### config.mk
export PLATFORM = sky130hd
export DESIGN_NAME = rshe_div
export DESIGN_NICKNAME = d
export VERILOG_FILES = /design/src/design/real_spherical_harmonic_eval_macros.svh /design/src/design/rshe_pkg.sv /design/src/design/rshe_div.sv
export SDC_FILE = /design/constraint.sdc
export NUM_CORES = 1
export LEC_CHECK = 0
export BUFFER_PORTS_ARGS = -buffer_cell sky130_fd_sc_hd__buf_4
export CORE_MARGIN = 2
export CORE_UTILIZATION = 40
export DETAILED_ROUTE_END_ITERATION = 12
export GPL_ROUTABILITY_DRIVEN = 0
export HOLD_SLACK_MARGIN = 0.08
export PLACE_DENSITY = 0.57
export SYNTH_ARGS = -nofsm -noshare
export SYNTH_HDL_FRONTEND = slang
export SYNTH_SLANG_ARGS = --single-unit
### constraint.sdc
create_clock -name clk -period 8.3 [get_ports clk]
set_input_delay 1.245 -clock clk [delete_from_list [all_inputs] [get_ports clk]]
set_output_delay 1.245 -clock clk [all_outputs]
set_load 0.01 [all_outputs]
### src/design/real_spherical_harmonic_eval_macros.svh
// Assertion helpers for the spherical harmonic evaluator
`ifndef REAL_SPHERICAL_HARMONIC_EVAL_MACROS_SVH
`define REAL_SPHERICAL_HARMONIC_EVAL_MACROS_SVH
`ifndef ASSERT_OFF
// same-cycle implication
`define RSHE_ASSERT_IMPLY(label, clk, rst, ante, cons) \
  label: assert property (@(posedge clk) disable iff (rst) (ante) |-> (cons)) \
    else $error("rshe assertion failed");
// next-cycle implication
`define RSHE_ASSERT_NEXT(label, clk, rst, ante, cons) \
  label: assert property (@(posedge clk) disable iff (rst) (ante) |=> (cons)) \
    else $error("rshe assertion failed");
`else
`define RSHE_ASSERT_IMPLY(label, clk, rst, ante, cons)
`define RSHE_ASSERT_NEXT(label, clk, rst, ante, cons)
`endif
`endif

### src/design/rshe_pkg.sv
package rshe_pkg;

  localparam int MAX_BAND_DEF   = 6;
  localparam int ANGLE_BITS_DEF = 16;

  // datapath width of the signed Q30 working values
  localparam int DATA_W = 45;
  localparam int MAG_W  = DATA_W - 1;
  localparam int LO_W   = 22;

  localparam logic [31:0] ONE_Q30     = 32'h4000_0000;
  localparam logic [31:0] HALF_PI_Q30 = 32'd1686629713;
  localparam longint unsigned NANO    = 64'd1000000000;

  localparam int OUT_MAX     = 524287;
  localparam int OUT_MIN_MAG = 524288;

  localparam int TAYLOR_TERMS = 6;
  localparam int QUEUE_DEPTH  = 2;
  localparam int NORM_ENTRIES = 28;

  typedef logic [31:0] norm_tab_t [NORM_ENTRIES];

  // normalization in units of 1e-9, index l*(l+1)/2 + |m|
  localparam norm_tab_t NORM_TAB = '{
    32'd282094792,
    32'd488602512, 32'd488602512,
    32'd630783131, 32'd364182810, 32'd546274215,
    32'd746352665, 32'd304697200, 32'd289061144, 32'd590043590,
    32'd846284375, 32'd267618617, 32'd189234939, 32'd252875824, 32'd625835735,
    32'd935602580, 32'd241571547, 32'd136958194, 32'd139782371, 32'd230629146,
    32'd656382057,
    32'd1017107236, 32'd221950995, 32'd105280601, 32'd87733836, 32'd112125534,
    32'd215147197, 32'd683184105
  };

  // Q30 form of the normalization, rounded, built at elaboration
  function automatic norm_tab_t make_tq();
    norm_tab_t r;
    longint unsigned v;
    for (int i = 0; i < NORM_ENTRIES; i++) begin
      v = (longint'(NORM_TAB[i]) << 30) + NANO / 2;
      r[i] = 32'(v / NANO);
    end
    return r;
  endfunction

  localparam norm_tab_t TQ_TAB = make_tq();

  typedef logic [7:0] tay_div_t [TAYLOR_TERMS];
  localparam tay_div_t TAYLOR_DIV = '{8'd156, 8'd110, 8'd72, 8'd42, 8'd20, 8'd6};

  // classified request handed from front to back
  typedef struct packed {
    logic        bad;
    logic [2:0]  band;
    logic [2:0]  am;
    logic        neg;
    logic        mz;
    logic [4:0]  tq_idx;
    logic [31:0] pth;
    logic [31:0] pph;
  } job_t;

  typedef struct packed {
    logic                     start;
    logic signed [DATA_W-1:0] a;
    logic signed [32:0]       b;
  } mul_req_t;

  typedef struct packed {
    logic                     done;
    logic signed [DATA_W-1:0] res;
  } mul_rsp_t;

  typedef struct packed {
    logic                     start;
    logic signed [DATA_W-1:0] num;
    logic [7:0]               den;
  } div_req_t;

  typedef struct packed {
    logic                     done;
    logic signed [DATA_W-1:0] quo;
  } div_rsp_t;

endpackage

### src/design/rshe_div.sv
module rshe_div (
  input  logic               clk,
  input  logic               rst,
  input  rshe_pkg::div_req_t req,
  output rshe_pkg::div_rsp_t rsp
);

  localparam int MAG_W     = rshe_pkg::MAG_W;
  localparam int RADIX_B   = 4;
  localparam int STEPS     = (MAG_W + RADIX_B - 1) / RADIX_B;
  localparam int CW        = $clog2(STEPS + 1);

  logic             busy;
  logic [CW-1:0]    cnt;
  logic [MAG_W-1:0] qs, qs_n;
  logic [8:0]       rem, rem_n;
  logic [7:0]       den;
  logic             neg;
  logic             done_r;
  logic signed [rshe_pkg::DATA_W-1:0] quo_r;

  // four restoring steps per cycle
  always_comb begin
    rem_n = rem;
    qs_n  = qs;
    for (int k = 0; k < RADIX_B; k++) begin
      rem_n = {rem_n[7:0], qs_n[MAG_W-1]};
      qs_n  = qs_n << 1;
      if (rem_n >= {1'b0, den}) begin
        rem_n   = rem_n - {1'b0, den};
        qs_n[0] = 1'b1;
      end
    end
  end

  assign rsp.done = done_r;
  assign rsp.quo  = quo_r;

  always_ff @(posedge clk) begin
    if (rst) begin
      busy   <= 1'b0;
      done_r <= 1'b0;
    end else begin
      done_r <= 1'b0;
      if (!busy) begin
        if (req.start) begin
          qs   <= req.num[rshe_pkg::DATA_W-1] ? MAG_W'(-req.num) : MAG_W'(req.num);
          neg  <= req.num[rshe_pkg::DATA_W-1];
          den  <= req.den;
          rem  <= '0;
          cnt  <= '0;
          busy <= 1'b1;
        end
      end else begin
        qs  <= qs_n;
        rem <= rem_n;
        cnt <= cnt + 1'b1;
        if (cnt == CW'(STEPS - 1)) begin
          // quotient truncates toward zero
          quo_r  <= neg ? -$signed({1'b0, qs_n}) : $signed({1'b0, qs_n});
          done_r <= 1'b1;
          busy   <= 1'b0;
        end
      end
    end
  end

endmodule

==> results.md, run 1 <==
- Together, buffers and inverters on the worst path number 2.
- The CTS tree is built.
- Counting flops with an async set or reset pin after synthesis yields a share of 0.
- The distinct cell type count after synthesis is 72.
- In the synthesized netlist the dominant register cell turns out to be sky130_fd_sc_hd__edfxtp_1.
- The origin of the worst min-delay path is busy$_SDFF_PP0_.
- Across every metal layer, demand over resource in global routing totals 0.197.
- The worst hold path cell count is 2.
- The remaining number of nets flagged by the antenna check after routing is 0.
- The smallest hold slack is 0.595 ns.
- Counting every instance in the synthesized netlist gives 747.
- The tree built by TritonCTS fans out to 112 sinks.
- The final count of pins violating max slew is 0.
- Using the TritonRoute via totals, the vias-per-cell ratio works out to 5.41.
- The initial standard-cell utilization of the core is 0.404.
- Tracing the worst setup path back leads to its startpoint at rem[5]$_SDFFCE_PN0P_.
- Of all nets on the critical path, the largest fanout is 5.
- The floorplan has 51 rows.
- The synthesized net count is 843.
- The highest clock rate is 125 MHz.
- The clock slew at the register clock pins of the worst setup and hold paths is 0.09 ns.
- The first global-routing pass estimated 32100 um of wire.
- The number of failing hold endpoints at the final stage was 0.
- The kind of path behind the tightest hold check is reg2reg.
- The stage delay of the slowest cell on the critical path is 0.46 ns.
- The placeable core region is 19300 um2.
- The number of antenna violations at the first check in global routing is 0.
- Counting cells, the worst reg-to-reg path comes to 34.
- For the worst setup path, the data required time is 8.42 ns.
- The most prevalent standard cell on the critical path is sky130_fd_sc_hd__ha_1.
- Buffers inserted during clock tree synthesis total 9.
- The tool flagged a number of max-cap violations equal to 0.
- The worst-case headroom to the max-slew limit is 0.415.
- The pre-CTS worst setup slack is -0.149 ns.
- The cell area that synthesis handed to floorplanning was 7810 um2.
- The startpoint identified for the worst register-to-register timing path is rem[5]$_SDFFCE_PN0P_.
- The transition at the pin with the smallest max-transition slack is 0.878 ns.
- The layout has 1793 filler cells.
- The full die area is 20700 um2.
- The worst setup path is launched from a flop.
- Buffers inserted to repair hold after CTS numbered 0.
- The aggregate global routing overflow is 0.
- The number of global-route vias before repair is 6148.
- The final core utilization is 0.491.
- The maximum clock skew at final layout is 0.0202 ns.
- The mean instance size in the synthesized netlist is 10.5 um2.
- The capture endpoint of the worst hold path is done_r$_SDFF_PP0_.
- The cell total after placement is 1122.
- In the final layout, the share of cells above drive strength 1 is 0.259.
- The capture point of the worst reg-to-reg path is quo_r[40]$_DFFE_PP_.
- The total number of nets in the final design is 971.
- The share of the Yosys chip area taken by registers is 0.428.
- The routed via count is 6199.
- The data arrival time at the worst-slack endpoint is 8.11 ns.
- The die is 144 um wide.
- The DRC violation count after routing is 0.
- The first detailed-routing pass took 7 iterations.
- Among cell families on the critical path, the largest total delay comes from compound AO/OA/AOI/OAI gates.
- The worst setup path is of the reg2reg kind.
- After synthesis the netlist holds a flip-flop and latch count of 112.
- Dividing the detail-routed wire length by the instance count gives 17.5 um.
- The I/O pin total is 102.
- In this run the register-to-register setup slack is 0.32 ns.
- The H-tree depth is 3.
- STA classifies the critical path endpoint as a flop.
- For this run, the number of Yosys warnings is 0.
- The number of endpoints failing setup at the final stage is 0.
- The largest net degree at the start of global routing is 102.
- In this run the deepest clock path goes through 2 buffers.
- The post-route fraction of the period consumed by the critical path is 0.962.
- The quantity of I/O buffers inserted on ports is 101.
- The layout overhead on the synthesized area is 21.6%.
- The run finished with clean final reports.
- The post-detailed-placement half-perimeter wirelength is 15300 um.
- The number of DRC violations after detailed-routing iteration 0 is 402.
- The critical path's slowest cell is sky130_fd_sc_hd__edfxtp_1.
- In the post-route analysis, the smallest setup slack over all paths is 0.317 ns.
- The insertion delay to the later sink of the worst-skew pair is 0.37 ns.
- For this block, the routed nets add up to 20000 um of wire.
- 0 antenna diodes ended up in the layout.
- The final standard cell count with taps included and fillers excluded is 1145.
- Counting flops with a built-in enable in the synthesized netlist gives 110.
- Subtracting the final worst setup slack from the clock period gives 7.98 ns.
- The die is 144 um tall.
- The clock root buffer master is sky130_fd_sc_hd__clkbuf_16.
[routing by layer]
metal	GRT usage	share of wire	vias up	routed length, um
met2	0.328	0.49	140	9740
met5	0	0	-	0
met4	0.0449	0.011	0	227
met3	0.0253	0.042	18	842
met1	0.275	0.46	3011	9210
li1	-	-	3030	-
[Yosys cell counts (9+ instances only)]
master / count / share of area
sky130_fd_sc_hd__clkbuf_1: 20 / 0.0096
sky130_fd_sc_hd__nand2b_1: 13 / 0.010
sky130_fd_sc_hd__edfxtp_1: 110 / 0.42
sky130_fd_sc_hd__o41ai_1: 10 / 0.011
sky130_fd_sc_hd__mux2i_1: 10 / 0.013
sky130_fd_sc_hd__nor2b_1: 14 / 0.011
sky130_fd_sc_hd__inv_1: 30 / 0.014
sky130_fd_sc_hd__ha_1: 36 / 0.058
sky130_fd_sc_hd__o21ai_0: 78 / 0.050
sky130_fd_sc_hd__xnor2_1: 59 / 0.066
sky130_fd_sc_hd__nand3_1: 12 / 0.0077
sky130_fd_sc_hd__o31ai_1: 18 / 0.017
sky130_fd_sc_hd__xor2_1: 42 / 0.047
sky130_fd_sc_hd__nor2_1: 21 / 0.010
sky130_fd_sc_hd__o31ai_2: 9 / 0.014
sky130_fd_sc_hd__mux2_2: 10 / 0.014
sky130_fd_sc_hd__a21oi_1: 14 / 0.0090
sky130_fd_sc_hd__or3_1: 9 / 0.0072
sky130_fd_sc_hd__nand2_1: 90 / 0.043
sky130_fd_sc_hd__nor3_1: 11 / 0.0070
[layout make-up]
cell class	count	area, um2	share of cell area
Sequential cell	112	3340	0.352
Timing Repair Buffer	145	1090	0.115
Clock inverter	7	73.8	0.00777
Tap cell	265	332	0.0349
Multi-Input combinational cell	577	4320	0.455
Clock buffer	9	225	0.0237
Inverter	30	113	0.0119
[state kept, by name, summed over array words and instances, names as in the netlist]
name / count
busy: 1
cnt: 4
den: 8
done_r: 1
neg: 1
qs: 44
quo_r: 45
rem: 8
[per-stage QoR]
stage / instance area (um2) / setup TNS [ns]
6_report: 9500 / 0
5_1_grt: 9500 / -0.105
4_1_cts: 9380 / 0
3_5_place_dp: 9060 / -0.486
3_3_place_gp: 9060 / 0
2_1_floorplan: 7810 / 0
[cells by family after synthesis]
kind of cell,count (synthesis),share of synthesized area
XOR/XNOR,101,0.113
buffers and inverters,58,0.0316
multiplexers,20,0.0272
AO/OA/AOI/OAI,189,0.174
adder cells (fa/ha/maj),40,0.0679
AND/OR/NAND/NOR,227,0.158
flip-flops,112,0.428
[worst max-delay path by stage]
stage                                to  slack, ns  depth (start not counted)
finish              quo_r[40]$_DFFE_PP_       0.32                         34
global route        quo_r[40]$_DFFE_PP_      -0.04                         34
CTS                 quo_r[40]$_DFFE_PP_       0.04                         38
detailed placement  quo_r[38]$_DFFE_PP_      -0.15                         36
global placement    quo_r[38]$_DFFE_PP_       0.22                         36
floorplan           quo_r[38]$_DFFE_PP_      0.005                         38
[layout by cell type, fill, tap and decap left out, drive strengths merged, types with 2 or more instances in the layout]
cell / count
a211oi: 6
a21o: 8
a21oi: 16
a31oi: 4
and2: 4
and3: 3
buf: 145
clkbuf: 9
clkinv: 4
dfxtp: 2
edfxtp: 110
fa: 4
ha: 36
inv: 32
mux2: 10
mux2i: 10
nand2: 91
nand2b: 13
nand3: 16
nand3b: 4
nand4: 8
nor2: 21
nor2b: 14
nor3: 13
nor3b: 5
nor4: 9
o2111ai: 2
o211a: 3
o211ai: 4
o21a: 6
o21ai: 81
o21bai: 5
o31ai: 30
o41ai: 12
or2: 2
or3: 9
or4: 11
or4b: 2
xnor2: 59
xor2: 42
[worst register-to-register path: cells and delay by family (launching register included)]
| family | cells | cell delay [ns] |
|---|---|---|
| AOI/OAI and AO/OA | 18 | 3.47 |
| xor gates and xnor gates | 1 | 0.09 |
| adders and majority gates | 5 | 1.57 |
| buffers and inverters | 2 | 0.23 |
| DFF | 1 | 0.46 |
| muxes | 2 | 0.67 |
| and+or+nand+nor | 6 | 1.26 |
[repair_timing]
item | in CTS | in global routing
endpoints found under the setup margin | 4 | 38
gates resized for setup | 4 | 21
buffers inserted | 0 | 7
pin swaps | 1 | 7
endpoints found under the hold margin | 0 | 0
Power of run 1 is not shown: default switching activity piles up to over one toggle a cycle in this logic, so the estimate is an artifact.
==> inputs of run 2 (changes only) <==
--- a/config.mk
+++ b/config.mk
@@ -10,6 +10,7 @@
 export CORE_UTILIZATION = 40
 export DETAILED_ROUTE_END_ITERATION = 12
 export GPL_ROUTABILITY_DRIVEN = 0
+export GPL_TIMING_DRIVEN = 0
 export HOLD_SLACK_MARGIN = 0.08
 export PLACE_DENSITY = 0.57
 export SYNTH_ARGS = -nofsm -noshare
==> run 2 against run 1 <==
Final area increased by 6.3%. Clock skew decreased by 0.0068 ns. Worst hold slack improved by 0.021 ns. Non-clock buffer count increased by 35. Fmax decreased by 0.50%. Flip-flop and latch count unchanged. Via count increased by 5.3%. Die area unchanged. Setup slack got worse by 0.040 ns. Sequential share of layout area decreased by 2.1 points.
==> results.md, run 2 (synthesized netlist as in run 1, its figures left out) <==
- The pre-CTS worst setup slack is -1.95 ns (was -0.149 ns).
- The number of DRC violations after detailed-routing iteration 0 came to 463 (was 402).
- The required time of the critical path is 8.40 ns (was 8.42 ns).
- Status: finished clean (unchanged).
- The total cell area at the placement stage is 8960 um2 (was 9060 um2).
- The fraction of layout instances using a drive strength above 1 is 0.309 (was 0.259).
- The final setup slack of the worst path came to 0.277 ns (was 0.317 ns).
- The die height is 144 um (unchanged).
- The origin of the worst min-delay path was qs[36]$_DFFE_PP_ (was busy$_SDFF_PP0_).
- The quantity of I/O buffers inserted on ports is 101 (unchanged).
- The number of buffers created by CTS is 9 (unchanged).
- The cell count of the worst reg-to-reg path was 33 (was 34).
- The met2 capacity usage during global routing came to 0.348 (was 0.328).
- The full die area came to 20700 um2 (unchanged).
- The die boundary width is 144 um (unchanged).
- The transition at the pin with the smallest max-transition slack is 0.988 ns (was 0.878 ns).
- The critical path's top delay family is compound AO/OA/AOI/OAI gates (unchanged).
- The total number of nets in the final design is 1006 (was 971).
- The routed via count is 6529 (was 6199).
- The detailed-route wire length was 22600 um (was 20000 um).
- The count of TritonRoute iterations in the first routing pass is 4 (was 7).
- The post-route cell area is 10100 um2 (was 9500 um2).
- The clock tree buffer depth was 2 (unchanged).
- The global-route total usage across every layer was 0.217 (was 0.197).
- The global routing met3 resource utilization is 0.0343 (was 0.0253).
- The capture endpoint of the worst hold path is qs[40]$_DFFE_PP_ (was done_r$_SDFF_PP0_).
- The number of endpoints failing setup at the final stage was 0 (unchanged).
- The number of placement rows is 51 (unchanged).
- The kind of path behind the tightest hold check is reg2reg (unchanged).
- The maximum clock skew at final layout is 0.0133 ns (was 0.0202 ns).
- The clock sink total is 112 (unchanged).
- The number of failing hold endpoints at the final stage came to 0 (unchanged).
- The DRC violation count after routing was 0 (unchanged).
- The number of global-route vias before repair came to 6421 (was 6148).
- The register-to-register setup slack is 0.28 ns (was 0.32 ns).
- The capture point of the worst reg-to-reg path is quo_r[41]$_DFFE_PP_ (was quo_r[40]$_DFFE_PP_).
- The stage delay of the slowest cell on the critical path is 0.53 ns (was 0.46 ns).
- The critical register-to-register path startpoint was rem[5]$_SDFFCE_PN0P_ (unchanged).
- The post-detailed-placement half-perimeter wirelength is 16400 um (was 15300 um).
- The I/O pin total came to 102 (unchanged).
- The data arrival time at the worst-slack endpoint is 8.13 ns (was 8.11 ns).
- The startpoint class of the critical path is a flop (unchanged).
- The area taken by flip-flops and latches is 3340 um2 (about the same).
- The initial standard-cell utilization of the core was 0.404 (unchanged).
- The number of hold-repair buffers added at the cts stage is 0 (unchanged).
- The number of antenna violations at the first check in global routing came to 0 (unchanged).
- The max-cap violation count is 0 (unchanged).
- The number of flip-flops in the largest register is 45 (unchanged).
- Largest registers: quo_r (45), qs (44) (unchanged).
- The placeable core region is 19300 um2 (unchanged).
- The final count of pins violating max slew came to 0 (unchanged).
- The aggregate global routing overflow is 0 (unchanged).
- The combined buffer and inverter count along the critical path is 5 (was 2).
- The insertion delay to the later sink of the worst-skew pair was 0.36 ns (was 0.37 ns).
- Most frequent cells in the layout: sky130_fd_sc_hd__buf_4 (151), sky130_fd_sc_hd__edfxtp_1 (110), sky130_fd_sc_hd__nand2_1 (88) (was sky130_fd_sc_hd__buf_4 (144), sky130_fd_sc_hd__edfxtp_1 (110), sky130_fd_sc_hd__nand2_1 (90)).
- The antenna diode count came to 0 (unchanged).
- The minimum clock period came to 8.02 ns (was 7.98 ns).
- The classification of the worst setup path was reg2reg (unchanged).
- The average detailed-routed wire length per instance was 19.1 um (was 17.5 um).
- The most congested layer reported by global routing is met2 (unchanged).
- The post-route fraction of the period consumed by the critical path is 0.967 (was 0.962).
- The critical path's slowest cell is sky130_fd_sc_hd__nor3b_4 (was sky130_fd_sc_hd__edfxtp_1).
- The sum of negative setup slack is 0 ns (unchanged).
- The type of destination of the critical path was a flop (unchanged).
- The most common library cell in the layout ignoring fill and taps is sky130_fd_sc_hd__buf_4 (unchanged).
- The largest fanout on the critical path is 10 (was 5).
- The worst-case headroom to the max-slew limit was 0.341 (was 0.415).
- The layout overhead on the synthesized area is 29.3% (was 21.6%).
- The routing usage on met1 was 0.301 (was 0.275).
- The via density per instance came to 5.53 (was 5.41).
- The global-route wire length before repair is 34300 um (was 32100 um).
- The largest net degree at the start of global routing was 31 (was 102).
- The CTS tree is built (unchanged).
- The area of the multi-input gates came to 4620 um2 (was 4320 um2).
- The clock root buffer master is sky130_fd_sc_hd__clkbuf_16 (unchanged).
- The clock slew at the register clock pins of the worst setup and hold paths is 0.08 ns (was 0.09 ns).
- The highest clock rate is 125 MHz (about the same).
- The worst hold path cell count is 2 (unchanged).
- The most flop-heavy register is quo_r (unchanged).
- The H-tree depth came to 3 (unchanged).
- The remaining number of nets flagged by the antenna check after routing is 0 (unchanged).
- The final-layout fill cell count was 1735 (was 1793).
run 2: worst max path at each step:
stage                               from             endpoint  slack, ns  cells past startpoint
floorplan           rem[5]$_SDFFCE_PN0P_  quo_r[38]$_DFFE_PP_      0.005                     38
global placement        den[4]$_DFFE_PP_  quo_r[40]$_DFFE_PP_      -1.77                     41
detailed placement      den[1]$_DFFE_PP_  quo_r[42]$_DFFE_PP_      -1.95                     39
CTS                 rem[5]$_SDFFCE_PN0P_  quo_r[42]$_DFFE_PP_       0.02                     38
global route            den[5]$_DFFE_PP_  quo_r[42]$_DFFE_PP_      -0.03                     35
finish              rem[5]$_SDFFCE_PN0P_  quo_r[41]$_DFFE_PP_       0.28                     33
run 2: routing by layer:
| metal | routed length, um | share of wire | vias up |
|---|---|---|---|
| li1 | - | - | 3107 |
| met1 | 10100 | 0.45 | 3199 |
| met2 | 10800 | 0.48 | 189 |
| met3 | 1110 | 0.049 | 34 |
| met4 | 488 | 0.022 | 0 |
| met5 | 0 | 0 | - |
run 2: timing repair:
action / CTS / global route
pin swaps: 15 / 22
endpoints found under the setup margin: 54 / 36
gates resized for setup: 50 / 38
buffers inserted: 32 / 20
endpoints found under the hold margin: 0 / 0
run 2: final cells by class:
| class | instances | share of cell area |
|---|---|---|
| multi-input cells | 577 | 0.458 |
| flip-flops and latches | 112 | 0.331 |
| repair buffers | 155 | 0.120 |
| well taps | 265 | 0.0328 |
| clock buffers | 9 | 0.0223 |
| inverters | 30 | 0.0125 |
| clock inverters | 7 | 0.0120 |
| plain buffers | 25 | 0.0120 |
run 2: tightest hold or removal path, stage by stage (launching register included):
cell	delay, ns
sky130_fd_sc_hd__edfxtp_1	0.39
sky130_fd_sc_hd__nand2_1	0.06
sky130_fd_sc_hd__o21ai_0	0.06
run 2: through the flow:
stage,util,cells,hold WS [ns]
floorplan,-,747,0.557
global placement,0.460,1113,0.590
detailed placement,0.463,1115,0.604
CTS,0.503,1161,0.623
global route,0.522,1180,0.655
finish,0.522,1180,0.616
Power of run 2 is left out for the same reason.
