[src/design/real_spherical_harmonic_eval_macros.svh]
// Assertion helpers for the spherical harmonic evaluator
`ifndef REAL_SPHERICAL_HARMONIC_EVAL_MACROS_SVH
`define REAL_SPHERICAL_HARMONIC_EVAL_MACROS_SVH
`ifndef ASSERT_OFF
// same-cycle implication
`define RSHE_ASSERT_IMPLY(label, clk, rst, ante, cons) \
  label: assert property (@(posedge clk) disable iff (rst) (ante) |-> (cons)) \
    else $error("rshe assertion failed");
// next-cycle implication
`define RSHE_ASSERT_NEXT(label, clk, rst, ante, cons) \
  label: assert property (@(posedge clk) disable iff (rst) (ante) |=> (cons)) \
    else $error("rshe assertion failed");
`else
`define RSHE_ASSERT_IMPLY(label, clk, rst, ante, cons)
`define RSHE_ASSERT_NEXT(label, clk, rst, ante, cons)
`endif
`endif

[src/design/rshe_pkg.sv]
package rshe_pkg;

  localparam int MAX_BAND_DEF   = 6;
  localparam int ANGLE_BITS_DEF = 16;

  // datapath width of the signed Q30 working values
  localparam int DATA_W = 45;
  localparam int MAG_W  = DATA_W - 1;
  localparam int LO_W   = 22;

  localparam logic [31:0] ONE_Q30     = 32'h4000_0000;
  localparam logic [31:0] HALF_PI_Q30 = 32'd1686629713;
  localparam longint unsigned NANO    = 64'd1000000000;

  localparam int OUT_MAX     = 524287;
  localparam int OUT_MIN_MAG = 524288;

  localparam int TAYLOR_TERMS = 6;
  localparam int QUEUE_DEPTH  = 2;
  localparam int NORM_ENTRIES = 28;

  typedef logic [31:0] norm_tab_t [NORM_ENTRIES];

  // normalization in units of 1e-9, index l*(l+1)/2 + |m|
  localparam norm_tab_t NORM_TAB = '{
    32'd282094792,
    32'd488602512, 32'd488602512,
    32'd630783131, 32'd364182810, 32'd546274215,
    32'd746352665, 32'd304697200, 32'd289061144, 32'd590043590,
    32'd846284375, 32'd267618617, 32'd189234939, 32'd252875824, 32'd625835735,
    32'd935602580, 32'd241571547, 32'd136958194, 32'd139782371, 32'd230629146,
    32'd656382057,
    32'd1017107236, 32'd221950995, 32'd105280601, 32'd87733836, 32'd112125534,
    32'd215147197, 32'd683184105
  };

  // Q30 form of the normalization, rounded, built at elaboration
  function automatic norm_tab_t make_tq();
    norm_tab_t r;
    longint unsigned v;
    for (int i = 0; i < NORM_ENTRIES; i++) begin
      v = (longint'(NORM_TAB[i]) << 30) + NANO / 2;
      r[i] = 32'(v / NANO);
    end
    return r;
  endfunction

  localparam norm_tab_t TQ_TAB = make_tq();

  typedef logic [7:0] tay_div_t [TAYLOR_TERMS];
  localparam tay_div_t TAYLOR_DIV = '{8'd156, 8'd110, 8'd72, 8'd42, 8'd20, 8'd6};

  // classified request handed from front to back
  typedef struct packed {
    logic        bad;
    logic [2:0]  band;
    logic [2:0]  am;
    logic        neg;
    logic        mz;
    logic [4:0]  tq_idx;
    logic [31:0] pth;
    logic [31:0] pph;
  } job_t;

  typedef struct packed {
    logic                     start;
    logic signed [DATA_W-1:0] a;
    logic signed [32:0]       b;
  } mul_req_t;

  typedef struct packed {
    logic                     done;
    logic signed [DATA_W-1:0] res;
  } mul_rsp_t;

  typedef struct packed {
    logic                     start;
    logic signed [DATA_W-1:0] num;
    logic [7:0]               den;
  } div_req_t;

  typedef struct packed {
    logic                     done;
    logic signed [DATA_W-1:0] quo;
  } div_rsp_t;

endpackage

[src/design/rshe_if.sv]
interface rshe_item_if;
  logic              valid;
  logic              ready;
  logic [2:0]        band;
  logic signed [3:0] order;
  logic [15:0]       polar_angle;
  logic [15:0]       azimuth_angle;
  modport source (output valid, band, order, polar_angle, azimuth_angle, input ready);
  modport sink   (input valid, band, order, polar_angle, azimuth_angle, output ready);
endinterface


[src/design/rshe_front.sv]
module rshe_front #(
  parameter int MAX_BAND   = rshe_pkg::MAX_BAND_DEF,
  parameter int ANGLE_BITS = rshe_pkg::ANGLE_BITS_DEF
) (
  input  logic           clk,
  input  logic           rst,
  rshe_item_if.sink      item,
  input  logic           full,
  output logic           push,
  output rshe_pkg::job_t job
);

  logic           busy;
  rshe_pkg::job_t nj;
  logic [3:0]     am4;
  logic [5:0]     tri_n;
  logic [ANGLE_BITS-1:0] th_m, ph_m, ph_scaled;

  // classify the incoming request
  always_comb begin
    am4       = item.order[3] ? 4'(-item.order) : 4'(item.order);
    tri_n     = 6'(({3'b0, item.band} * ({3'b0, item.band} + 6'd1)) >> 1);
    th_m      = ANGLE_BITS'(item.polar_angle);
    ph_m      = ANGLE_BITS'(item.azimuth_angle);
    ph_scaled = ANGLE_BITS'(ph_m * am4[2:0]);
    nj.bad    = (int'(item.band) > MAX_BAND) || (am4 > {1'b0, item.band});
    nj.band   = item.band;
    nj.am     = am4[2:0];
    nj.neg    = item.order[3];
    nj.mz     = (item.order == 4'sd0);
    nj.tq_idx = 5'(tri_n) + 5'(am4[2:0]);
    nj.pth    = 32'(th_m) << (32 - ANGLE_BITS);
    nj.pph    = 32'(ph_scaled) << (32 - ANGLE_BITS);
  end

  assign item.ready = !busy || !full;
  assign push       = busy && !full;

  // one holding stage ahead of the queue
  always_ff @(posedge clk) begin
    if (rst) begin
      busy <= 1'b0;
    end else if (item.valid && item.ready) begin
      busy <= 1'b1;
      job  <= nj;
    end else if (push) begin
      busy <= 1'b0;
    end
  end

endmodule

[src/flat_wrapper.sv]
// flat-port wrapper written by rule: the top's interface ports become plain ports
module rshe_front_flat 
#(
  parameter int MAX_BAND   = rshe_pkg::MAX_BAND_DEF,
  parameter int ANGLE_BITS = rshe_pkg::ANGLE_BITS_DEF
)
  (clk, rst, full, push, job, item_valid, item_band, item_order, item_polar_angle, item_azimuth_angle, item_ready);
  rshe_item_if item_i ();
  input  logic clk;
  input  logic rst;
  input  logic full;
  output logic push;
  output rshe_pkg::job_t job;
  input wire logic [$bits(item_i.valid)-1:0] item_valid;
  input wire logic [$bits(item_i.band)-1:0] item_band;
  input wire logic [$bits(item_i.order)-1:0] item_order;
  input wire logic [$bits(item_i.polar_angle)-1:0] item_polar_angle;
  input wire logic [$bits(item_i.azimuth_angle)-1:0] item_azimuth_angle;
  output wire logic [$bits(item_i.ready)-1:0] item_ready;
  assign item_i.valid = item_valid;
  assign item_i.band = item_band;
  assign item_i.order = item_order;
  assign item_i.polar_angle = item_polar_angle;
  assign item_i.azimuth_angle = item_azimuth_angle;
  assign item_ready = item_i.ready;
  rshe_front #(.MAX_BAND(MAX_BAND), .ANGLE_BITS(ANGLE_BITS)) u_core (.clk(clk), .rst(rst), .item(item_i), .full(full), .push(push), .job(job));
endmodule
[config.mk]
export PLATFORM = sky130hd
export DESIGN_NAME = rshe_front_flat
export DESIGN_NICKNAME = d
export VERILOG_FILES = /design/src/design/real_spherical_harmonic_eval_macros.svh /design/src/design/rshe_pkg.sv /design/src/design/rshe_if.sv /design/src/design/rshe_front.sv /design/src/flat_wrapper.sv
export SDC_FILE = /design/constraint.sdc
export NUM_CORES = 1
export LEC_CHECK = 0
export BUFFER_PORTS_ARGS = -buffer_cell sky130_fd_sc_hd__clkbuf_2
export CELL_PAD_IN_SITES_DETAIL_PLACEMENT = 2
export CELL_PAD_IN_SITES_GLOBAL_PLACEMENT = 2
export CORE_MARGIN = 2
export CORE_UTILIZATION = 31
export CTS_BUF_LIST = sky130_fd_sc_hd__clkbuf_8
export CTS_CLUSTER_SIZE = 12
export DETAILED_ROUTE_END_ITERATION = 10
export GPL_TIMING_DRIVEN = 0
export PLACE_DENSITY = 0.86
export SYNTH_ARGS = -nofsm -noshare
export SYNTH_HDL_FRONTEND = slang
export SYNTH_SLANG_ARGS = --single-unit
[constraint.sdc]
create_clock -name clk -period 7 [get_ports clk]
set_input_delay 1.75 -clock clk [delete_from_list [all_inputs] [get_ports clk]]
set_output_delay 1.75 -clock clk [all_outputs]
set_load 0.01 [all_outputs]
==> flow_summary.toml, run 1 <==
[run_status]
outcome = "finished clean"

[pwr]
cellLeakagePower_nw = 2.100
power-per-cell-area_mw_per_mm2 = 207.1
ir_drop_v = 0.00007754

[placement]
dp_hpwl_um = 7167
io_buffer_count = 90
place.gp.congestion = 0.7477
dp_cells = 568

[floorplan]
ios = 123
dieWidth_um = 108.0
rows = 37
coreArea_mm2 = 0.01042
dieArea_mm2 = 0.01167
initial_core_util = 0.3220
fp.dieH_um = 108.0

[cells_and_area]
layout-drive-gt1-share = 0.3136
syn_to_final_growth_pct = 26.07
antennaDiodeCount = 0
finalNetCount = 527
stdcell_count = 576

[flow_run]
max-cap-violations = 0

[clock_network]
cts_tree = "built"
clkTransAtPathRegs_ns = 0.10
insertion_delay_ns = 0.31
cts_hold_buf = 0
htree_num_levels = 2
clock_path_buffers = 2
cts_root_buf = "clkbuf_8"
cts_setup_buffers = 0
numCtsBuffers = 5
ctsResizeCount = 0
clock_sinks = 47

[route]
drtIter0Drc = 79
drc = 0
via_per_inst = 4.528
wl_um = 9173
dr.pass1.iters = 4
ant_nets = 0
post_drt_wl_per_cell_um = 15.93
vias = 2608

[sta]
max_freq_mhz = 157.7
skew_ns = 0.009260
fin_crit_sh = 0.9058
maxSlewHeadroom = 0.5556
setup_violations = 0
rsz0062_at_grt = "no"
maxSlewViolCount = 0
min_period_ns = 6.341
finalHoldViolCount = 0
fin_tns_setup_ns = 0
tightest_slew_ns = 0.6666
whs_ns = 0.5852

[logic_synthesis]
async_flop_share = 0
ys_ff_latch = 47
synth_area_mm2 = 0.003354
ys_types = 44
ys_warn_count = 0
post-synth-top-area-cell = "edfxtp_1"
synth.avg_cell_area_um2 = 10.82
synth-edff-count = 46
synth_area_leaders = "edfxtp_1 (41%), ha_1 (10%), fa_1 (10%)"
synthTopCellsByCount = "edfxtp_1 (46), nand2_1 (42), inv_1 (37), buf_4 (32), ha_1 (28)"
yosysMostFrequentCell = "edfxtp_1"
syn_inst = 310
seq_area_frac_synth = 0.4178
ys.flop_type = "edfxtp_1"
synth_top_area_frac = 0.4118

[setup_path]
timing.rr.start = "u_core.busy"
crit_type = "primary input to flop"
crit_path_max_fanout = 12
end_kind = "flop"
ff2ff_setup_slack_ns = 5.63
reg2reg_to = "u_core.job[27]"
worst_setup_path_start_kind = "primary input"
cp_data_required_time_ns = 7.07
critPathArrivalTime_ns = 6.41
r2r_cells = 3

[global_route]
grt_usage = 0.1607
grt_pass1_wl_um = 14210
antenna_found_initial = 0
grt_pass1_vias = 2854
grt_max_degree = 41
grt-ovfl-total = 0

[min_path]
hold_end = "u_core.busy"
min_from = "u_core.busy"
min_delay_path_depth = 2
min_path_type = "flop to flop"
[layout by cell type, fill, tap and decap left out, types with 4 or more instances in the layout]
master	n
a21o_1	5
a21oi_1	13
and2_1	12
buf_4	32
clkbuf_2	90
clkbuf_8	5
conb_1	32
edfxtp_1	46
fa_1	17
ha_1	28
inv_1	37
nand2_1	42
nand2b_1	4
nand3_1	4
nor2_1	7
o21ai_0	5
xnor2_1	16
[layout make-up]
type                    count  area [um^2]
plain buffers              36        256.5
clock buffers               5        68.82
inverters                  37        138.9
clock inverters             3        47.55
well taps                 136        170.2
flip-flops and latches     47         1401
fillers                  1166         6187
multi-input cells         221         1675
repair buffers             91        470.5
[cells by family after synthesis]
logic type / share of synthesized area
AOI/OAI and AO/OA: 0.08244
adders and majority gates: 0.2059
buffers and inverters: 0.1179
xor gates and xnor gates: 0.04961
and+or+nand+nor: 0.1190
other: 0.001118
muxes: 0.006341
DFF: 0.4178
[power breakdown]
group          switching [W]  total, W  internal (W)
sequential        0.00000605  0.000352      0.000346
combinational       0.000179  0.000311      0.000131
clock               0.000105  0.000214      0.000108
[registers in the layout (all words and copies together), names as in the netlist]
signal and flops:
u_core.busy 1, u_core.job 46
[worst max path at each step]
stage | slack, ns | start | to | cells after the start
floorplan | 1.44 | item_order[0] | u_core.job[30] | 16
global route | 0.31 | item_order[0] | u_core.job[30] | 17
finish | 0.66 | item_order[0] | u_core.job[30] | 17
global placement | 0.47 | item_order[0] | u_core.job[30] | 17
CTS | 0.58 | item_order[0] | u_core.job[30] | 17
detailed placement | 0.34 | item_order[0] | u_core.job[30] | 17
[per-stage QoR]
stage	power [W]	util	cell area, um^2	setup slack, ns
after floorplan	0.0005739	-	3471	1.442
after global placement	0.0006440	0.3928	4091	0.4718
after detailed placement	0.0006683	0.3948	4113	0.3380
after CTS	0.0008878	0.4060	4229	0.5791
after global routing	0.0009355	0.4060	4229	0.3124
final	0.0008760	0.4060	4229	0.6593
[metal layers]
| metal | global-route usage | up-vias | part of all wire |
|---|---|---|---|
| met4 | 0.05678 | 0 | 0.018 |
| li1 | - | 1232 | - |
| met5 | 0 | - | 0 |
| met1 | 0.1745 | 1285 | 0.39 |
| met3 | 0.03195 | 7 | 0.057 |
| met2 | 0.3073 | 84 | 0.54 |
[worst max-delay path, cell delays in order]
cell	delay [ns]
clkbuf_2	0.11
buf_2	0.21
clkbuf_1	0.41
inv_1	0.13
ha_1	0.23
nand2b_1	0.15
xnor2_1	0.43
clkbuf_1	0.57
nand2_1	0.19
fa_1	0.59
inv_1	0.09
fa_1	0.47
a21o_1	0.21
a21oi_2	0.25
o31ai_4	0.15
nand3b_1	0.10
or3b_1	0.35
No activity file was read; power rests on OpenSTA's default activity.
==> inputs of run 2 (changes only) <==
CORE_UTILIZATION = 34   (was 31)
PLACE_DENSITY = 0.93   (was 0.86)
clock period = 7.9 ns   (was 7 ns; I/O delays follow)
==> flow_summary.toml, run 2 (synthesis gave the netlist of run 1 again) <==
[run_status]
outcome = "finished clean"

[cells_and_area]
final_common_cell = "clkbuf_2"
stdcell_count = 573
top_register = "u_core.job"
finalNetCount = 527
antennaDiodeCount = 0
syn_to_final_growth_pct = 25.85
final_cell_mix = "clkbuf_2 (90), edfxtp_1 (46), nand2_1 (42)"
largest_reg_flops = 46
reg.largest.list = "u_core.job: 46 flops, u_core.busy: 1 flops"
layout-drive-gt1-share = 0.3136

[setup_path]
timing.rr.start = "u_core.busy"
end_kind = "flop"
cp_data_required_time_ns = 7.96
worst_setup_path_start_kind = "primary input"
critPathArrivalTime_ns = 6.58
r2r_cells = 3
ff2ff_setup_slack_ns = 6.52
reg2reg_to = "u_core.job[17]"
crit_path_max_fanout = 12
crit_type = "primary input to flop"

[clock_network]
clock_path_buffers = 2
cts_root_buf = "clkbuf_8"
clock_sinks = 47
htree_num_levels = 2
insertion_delay_ns = 0.31
ctsResizeCount = 0
clkTransAtPathRegs_ns = 0.10
cts_tree = "built"
cts_setup_buffers = 0
numCtsBuffers = 5
cts_hold_buf = 0

[pwr]
switching_share = 0.3394
cellLeakagePower_nw = 2.099
power_frac_clock = 0.235
power-per-cell-area_mw_per_mm2 = 186.0
combPwrFrac = 0.365
p_int_w = 0.0005187
p_sw_w = 0.0002666
seq_power_share = 0.399
ir_drop_v = 0.00007661

[min_path]
min_path_type = "flop to flop"
hold_end = "u_core.busy"
min_delay_path_depth = 2
min_from = "u_core.busy"

[route]
wl_um = 10230
ant_nets = 0
post_drt_wl_per_cell_um = 17.86
vias = 2633
drc = 0
dr.pass1.iters = 4
via_per_inst = 4.595
drtIter0Drc = 107

[floorplan]
initial_core_util = 0.3464
ios = 123
rows = 36
coreArea_mm2 = 0.009684
dieWidth_um = 103.3
dieArea_mm2 = 0.01068
fp.dieH_um = 103.3

[sta]
whs_ns = 0.5602
fin_crit_sh = 0.8244
max_freq_mhz = 153.6
finalHoldViolCount = 0
maxSlewViolCount = 0
setup_violations = 0
rsz0062_at_grt = "no"
min_period_ns = 6.513
maxSlewHeadroom = 0.5596
skew_ns = 0.007508
fin_tns_setup_ns = 0
tightest_slew_ns = 0.6606

[global_route]
grt_pass1_vias = 2998
antenna_found_initial = 0
grt_max_degree = 40
grt_usage = 0.1989
grt_pass1_wl_um = 15500
grt-ovfl-total = 0

[placement]
dp_cells = 565
place.gp.congestion = 0.7654
io_buffer_count = 90
dp_hpwl_um = 8517

[flow_run]
max-cap-violations = 0
[run 2: cell count changes in the layout (fill, tap and decap cells not counted), sizes merged]
cell,previous run,this run
inv,38,37
clkinv,1,2
[run 2: critical path: stages]
cell      delay (ns)
clkbuf_2        0.11
buf_2           0.22
clkbuf_1        0.40
inv_1           0.13
ha_1            0.23
nand2b_1        0.15
xnor2_1         0.42
clkbuf_1        0.57
nand2_1         0.17
fa_1            0.56
inv_1           0.08
fa_1            0.47
a21o_1          0.21
a21oi_2         0.27
o31ai_4         0.16
nand3b_1        0.10
or3b_1          0.35
[run 2: metal layers]
| metal | GRT usage | vias up | wire length, um |
|---|---|---|---|
| li1 | - | 1229 | - |
| met1 | 0.2015 | 1288 | 3488 |
| met5 | 0 | - | 0 |
| met4 | 0.06478 | 0 | 211 |
| met2 | 0.3991 | 104 | 5838 |
| met3 | 0.04234 | 12 | 694 |
[run 2: area by class of cell]
cell class                      count  area [um^2]
Fill cell                        1058         5463
Multi-Input combinational cell    221         1675
Sequential cell                    47         1401
Timing Repair Buffer               91        470.5
Buffer                             36        256.5
Tap cell                          133        166.4
Inverter                           37        138.9
Clock buffer                        5        68.82
Clock inverter                      3        43.79
[run 2: worst max-delay path by stage]
stage | startpoint | end | cells after the start
after CTS | item_order[0] | u_core.job[30] | 17
after floorplan | item_order[0] | u_core.job[30] | 16
after global routing | item_order[0] | u_core.job[30] | 17
final | item_order[0] | u_core.job[30] | 17
after detailed placement | item_order[0] | u_core.job[30] | 17
after global placement | item_order[0] | u_core.job[30] | 17
[run 2: power groups by stage]
stage	sequential (W)	clock (W)	combinational, W
after CTS	0.000314	0.000186	0.000290
final	0.000314	0.000185	0.000287
after global routing	0.000316	0.000195	0.000321
after detailed placement	0.000320	0	0.000285
after floorplan	0.000327	0	0.000181
after global placement	0.000317	0	0.000252
[run 2: per-stage QoR]
step | cell area, um^2 | worst slack (ns) | power (W) | utilization
3_3_place_gp | 4088 | 1.186 | 0.0005692 | 0.4221
5_1_grt | 4222 | 0.9640 | 0.0008317 | 0.4359
6_report | 4222 | 1.387 | 0.0007853 | 0.4359
2_1_floorplan | 3471 | 2.117 | 0.0005085 | -
4_1_cts | 4222 | 1.319 | 0.0007902 | 0.4359
3_5_place_dp | 4109 | 0.9706 | 0.0006049 | 0.4243
==> inputs of run 3 (changes only) <==
ABC_AREA = 1   (was not set)
CORE_UTILIZATION = 27   (was 34)
PLACE_DENSITY = 0.83   (was 0.93)
clock period = 5.4 ns   (was 7.9 ns; I/O delays follow)
==> flow_summary.toml, run 3 <==
[logic_synthesis]
synth-edff-count = 46
ys_warn_count = 0
synthTopCellsByCount = "nand2_1 (108), inv_1 (71), edfxtp_1 (46), buf_4 (33), ha_1 (28)"
yosysMostFrequentCell = "nand2_1"
async_flop_share = 0
syn_inst = 403
seq_area_frac_synth = 0.3938
ys.flop_type = "edfxtp_1"
synth.avg_cell_area_um2 = 8.830
post-synth-top-area-cell = "edfxtp_1"
synth_area_mm2 = 0.003558
synth_top_area_frac = 0.3882
ys_ff_latch = 47
ys_types = 29
synth_area_leaders = "edfxtp_1 (39%), nand2_1 (11%), ha_1 (9.8%)"

[flow_run]
max-cap-violations = 0

[cells_and_area]
syn_to_final_growth_pct = 25.46
reg.largest.list = "u_core.job: 46 flops, u_core.busy: 1 flops"
final_util = 0.3509
final_cell_mix = "nand2_1 (108), clkbuf_2 (90), inv_1 (71)"
finalNetCount = 620
largest_reg_flops = 46
final_common_cell = "nand2_1"
antennaDiodeCount = 0
fill_cells = 1511
top_register = "u_core.job"
layout-drive-gt1-share = 0.2739
stdcell_count = 705

[pwr]
power-per-cell-area_mw_per_mm2 = 242.7
ir_drop_v = 0.00009814
cellLeakagePower_nw = 2.411

[placement]
dp_slack_ns = 0.1908
dp_cells = 697
place.gp.congestion = 0.8723
io_buffer_count = 90
dp_hpwl_um = 8681

[sta]
setup_violations = 0
finalHoldViolCount = 0
fin_tns_setup_ns = 0
min_period_ns = 4.839
max_freq_mhz = 206.7
skew_ns = 0.01318
fin_ws_ns = 0.5614
rsz0062_at_grt = "no"
maxSlewViolCount = 0
whs_ns = 0.5472
fin_crit_sh = 0.8960

[global_route]
antenna_found_initial = 0
grt_pass1_wl_um = 16960
grt_usage = 0.1496
met3_usage = 0.03427
use_met2 = 0.2848
grt_util_met1 = 0.1672
gr-max-usage-layer = "met2"
grt_max_degree = 35
grt-ovfl-total = 0
grt_pass1_vias = 3444

[floorplan]
fp.dieH_um = 118.8
coreArea_mm2 = 0.01272
initial_core_util = 0.2797
dieArea_mm2 = 0.01411
ios = 123
rows = 41
dieWidth_um = 118.8

[run_status]
outcome = "finished clean"

[clock_network]
clock_sinks = 47
ctsResizeCount = 0
numCtsBuffers = 5
cts_setup_buffers = 0
cts_hold_buf = 0
cts_root_buf = "clkbuf_8"
cts_tree = "built"
clkTransAtPathRegs_ns = 0.10
clock_path_buffers = 2
htree_num_levels = 2
insertion_delay_ns = 0.33

[min_path]
min_from = "u_core.busy"
hold_end = "u_core.busy"
min_path_type = "flop to flop"
min_delay_path_depth = 2

[route]
drtIter0Drc = 108
vias = 3027
drc = 0
ant_nets = 0
via_per_inst = 4.294
wl_um = 10150
dr.pass1.iters = 4
post_drt_wl_per_cell_um = 14.40

[setup_path]
cp_data_required_time_ns = 5.48
end_kind = "flop"
crit_path_max_fanout = 12
reg2reg_to = "u_core.job[66]"
worst_setup_path_start_kind = "primary input"
critPathArrivalTime_ns = 4.92
crit_type = "primary input to flop"
ff2ff_setup_slack_ns = 3.86
r2r_cells = 4
timing.rr.start = "u_core.busy"
==> run 3: changes by cell type in the layout (fill, tap and decap cells not counted), sizes merged, moves of 4 or more <==
cell | before | now
nand3 | 4 | 19
and2 | 12 | 0
nor2 | 7 | 28
nand4 | 0 | 5
a21o | 5 | 1
xor2 | 3 | 8
xnor2 | 16 | 4
nand2b | 4 | 0
nand2 | 42 | 112
inv | 37 | 75
==> run 3: worst max-delay path by stage <==
| stage | cells past startpoint | endpoint | startpoint |
|---|---|---|---|
| after floorplan | 18 | u_core.job[30] | item_order[0] |
| after global placement | 17 | u_core.job[27] | item_order[0] |
| after detailed placement | 17 | u_core.job[27] | item_order[0] |
| after CTS | 19 | u_core.job[30] | item_order[0] |
| after global routing | 19 | u_core.job[30] | item_order[0] |
| final | 19 | u_core.job[31] | item_order[0] |
==> run 3: cell families (layout without fill, tap and decap cells) <==
family,Yosys count,count (layout),share of synthesized area
AOI/OAI and AO/OA,23,23,0.03797
adders and majority gates,45,45,0.1941
DFF,47,47,0.3938
buffers and inverters,109,208,0.1505
other,1,32,0.001054
xor gates and xnor gates,12,12,0.02954
and+or+nand+nor,166,166,0.1930
==> run 3: stage by stage <==
stage / power, W / area [um^2]
finish: 0.001084 / 4464
global route: 0.001163 / 4464
CTS: 0.001096 / 4464
detailed placement: 0.0008529 / 4368
global placement: 0.0008256 / 4340
floorplan: 0.0007242 / 3675
==> run 3: cell type report <==
cell class,count,area [um^2],share of cell area
plain buffers,36,261.5,0.05858
clock buffers,5,68.82,0.01541
clock inverters,3,27.53,0.006166
inverters,73,274.0,0.06138
multi-input cells,278,1745,0.3910
flip-flops and latches,47,1401,0.3139
well taps,172,215.2,0.04821
repair buffers,91,470.5,0.1054
==> run 3: worst max-delay path, cell delays in order <==
cell and delay, ns:
clkbuf_2 0.11, buf_4 0.19, clkbuf_1 0.36, inv_1 0.13
ha_1 0.24, nand2_1 0.12, nand2_1 0.18, inv_2 0.09
buf_2 0.26, nand2_1 0.12, fa_1 0.56, inv_1 0.05
ha_1 0.37, a21oi_2 0.25, nand2_1 0.11, nor2_1 0.22
o21ai_1 0.09, nand2_1 0.06, nand2_1 0.05
==> run 3: report_power, final <==
group	total, W	switching (W)	leakage, nW	internal [W]
sequential	0.000451	0.00000746	0.439	0.000444
clock	0.000243	0.000147	0.0467	0.0000963
combinational	0.000389	0.000241	1.93	0.000148
total	0.00108	0.000395	2.41	0.000688
==> run 3: layer usage <==
layer  up-vias  share of wire
met3         8          0.060
met1      1458           0.40
met4         0          0.013
met5         -              0
met2       100           0.52
li1       1461              -
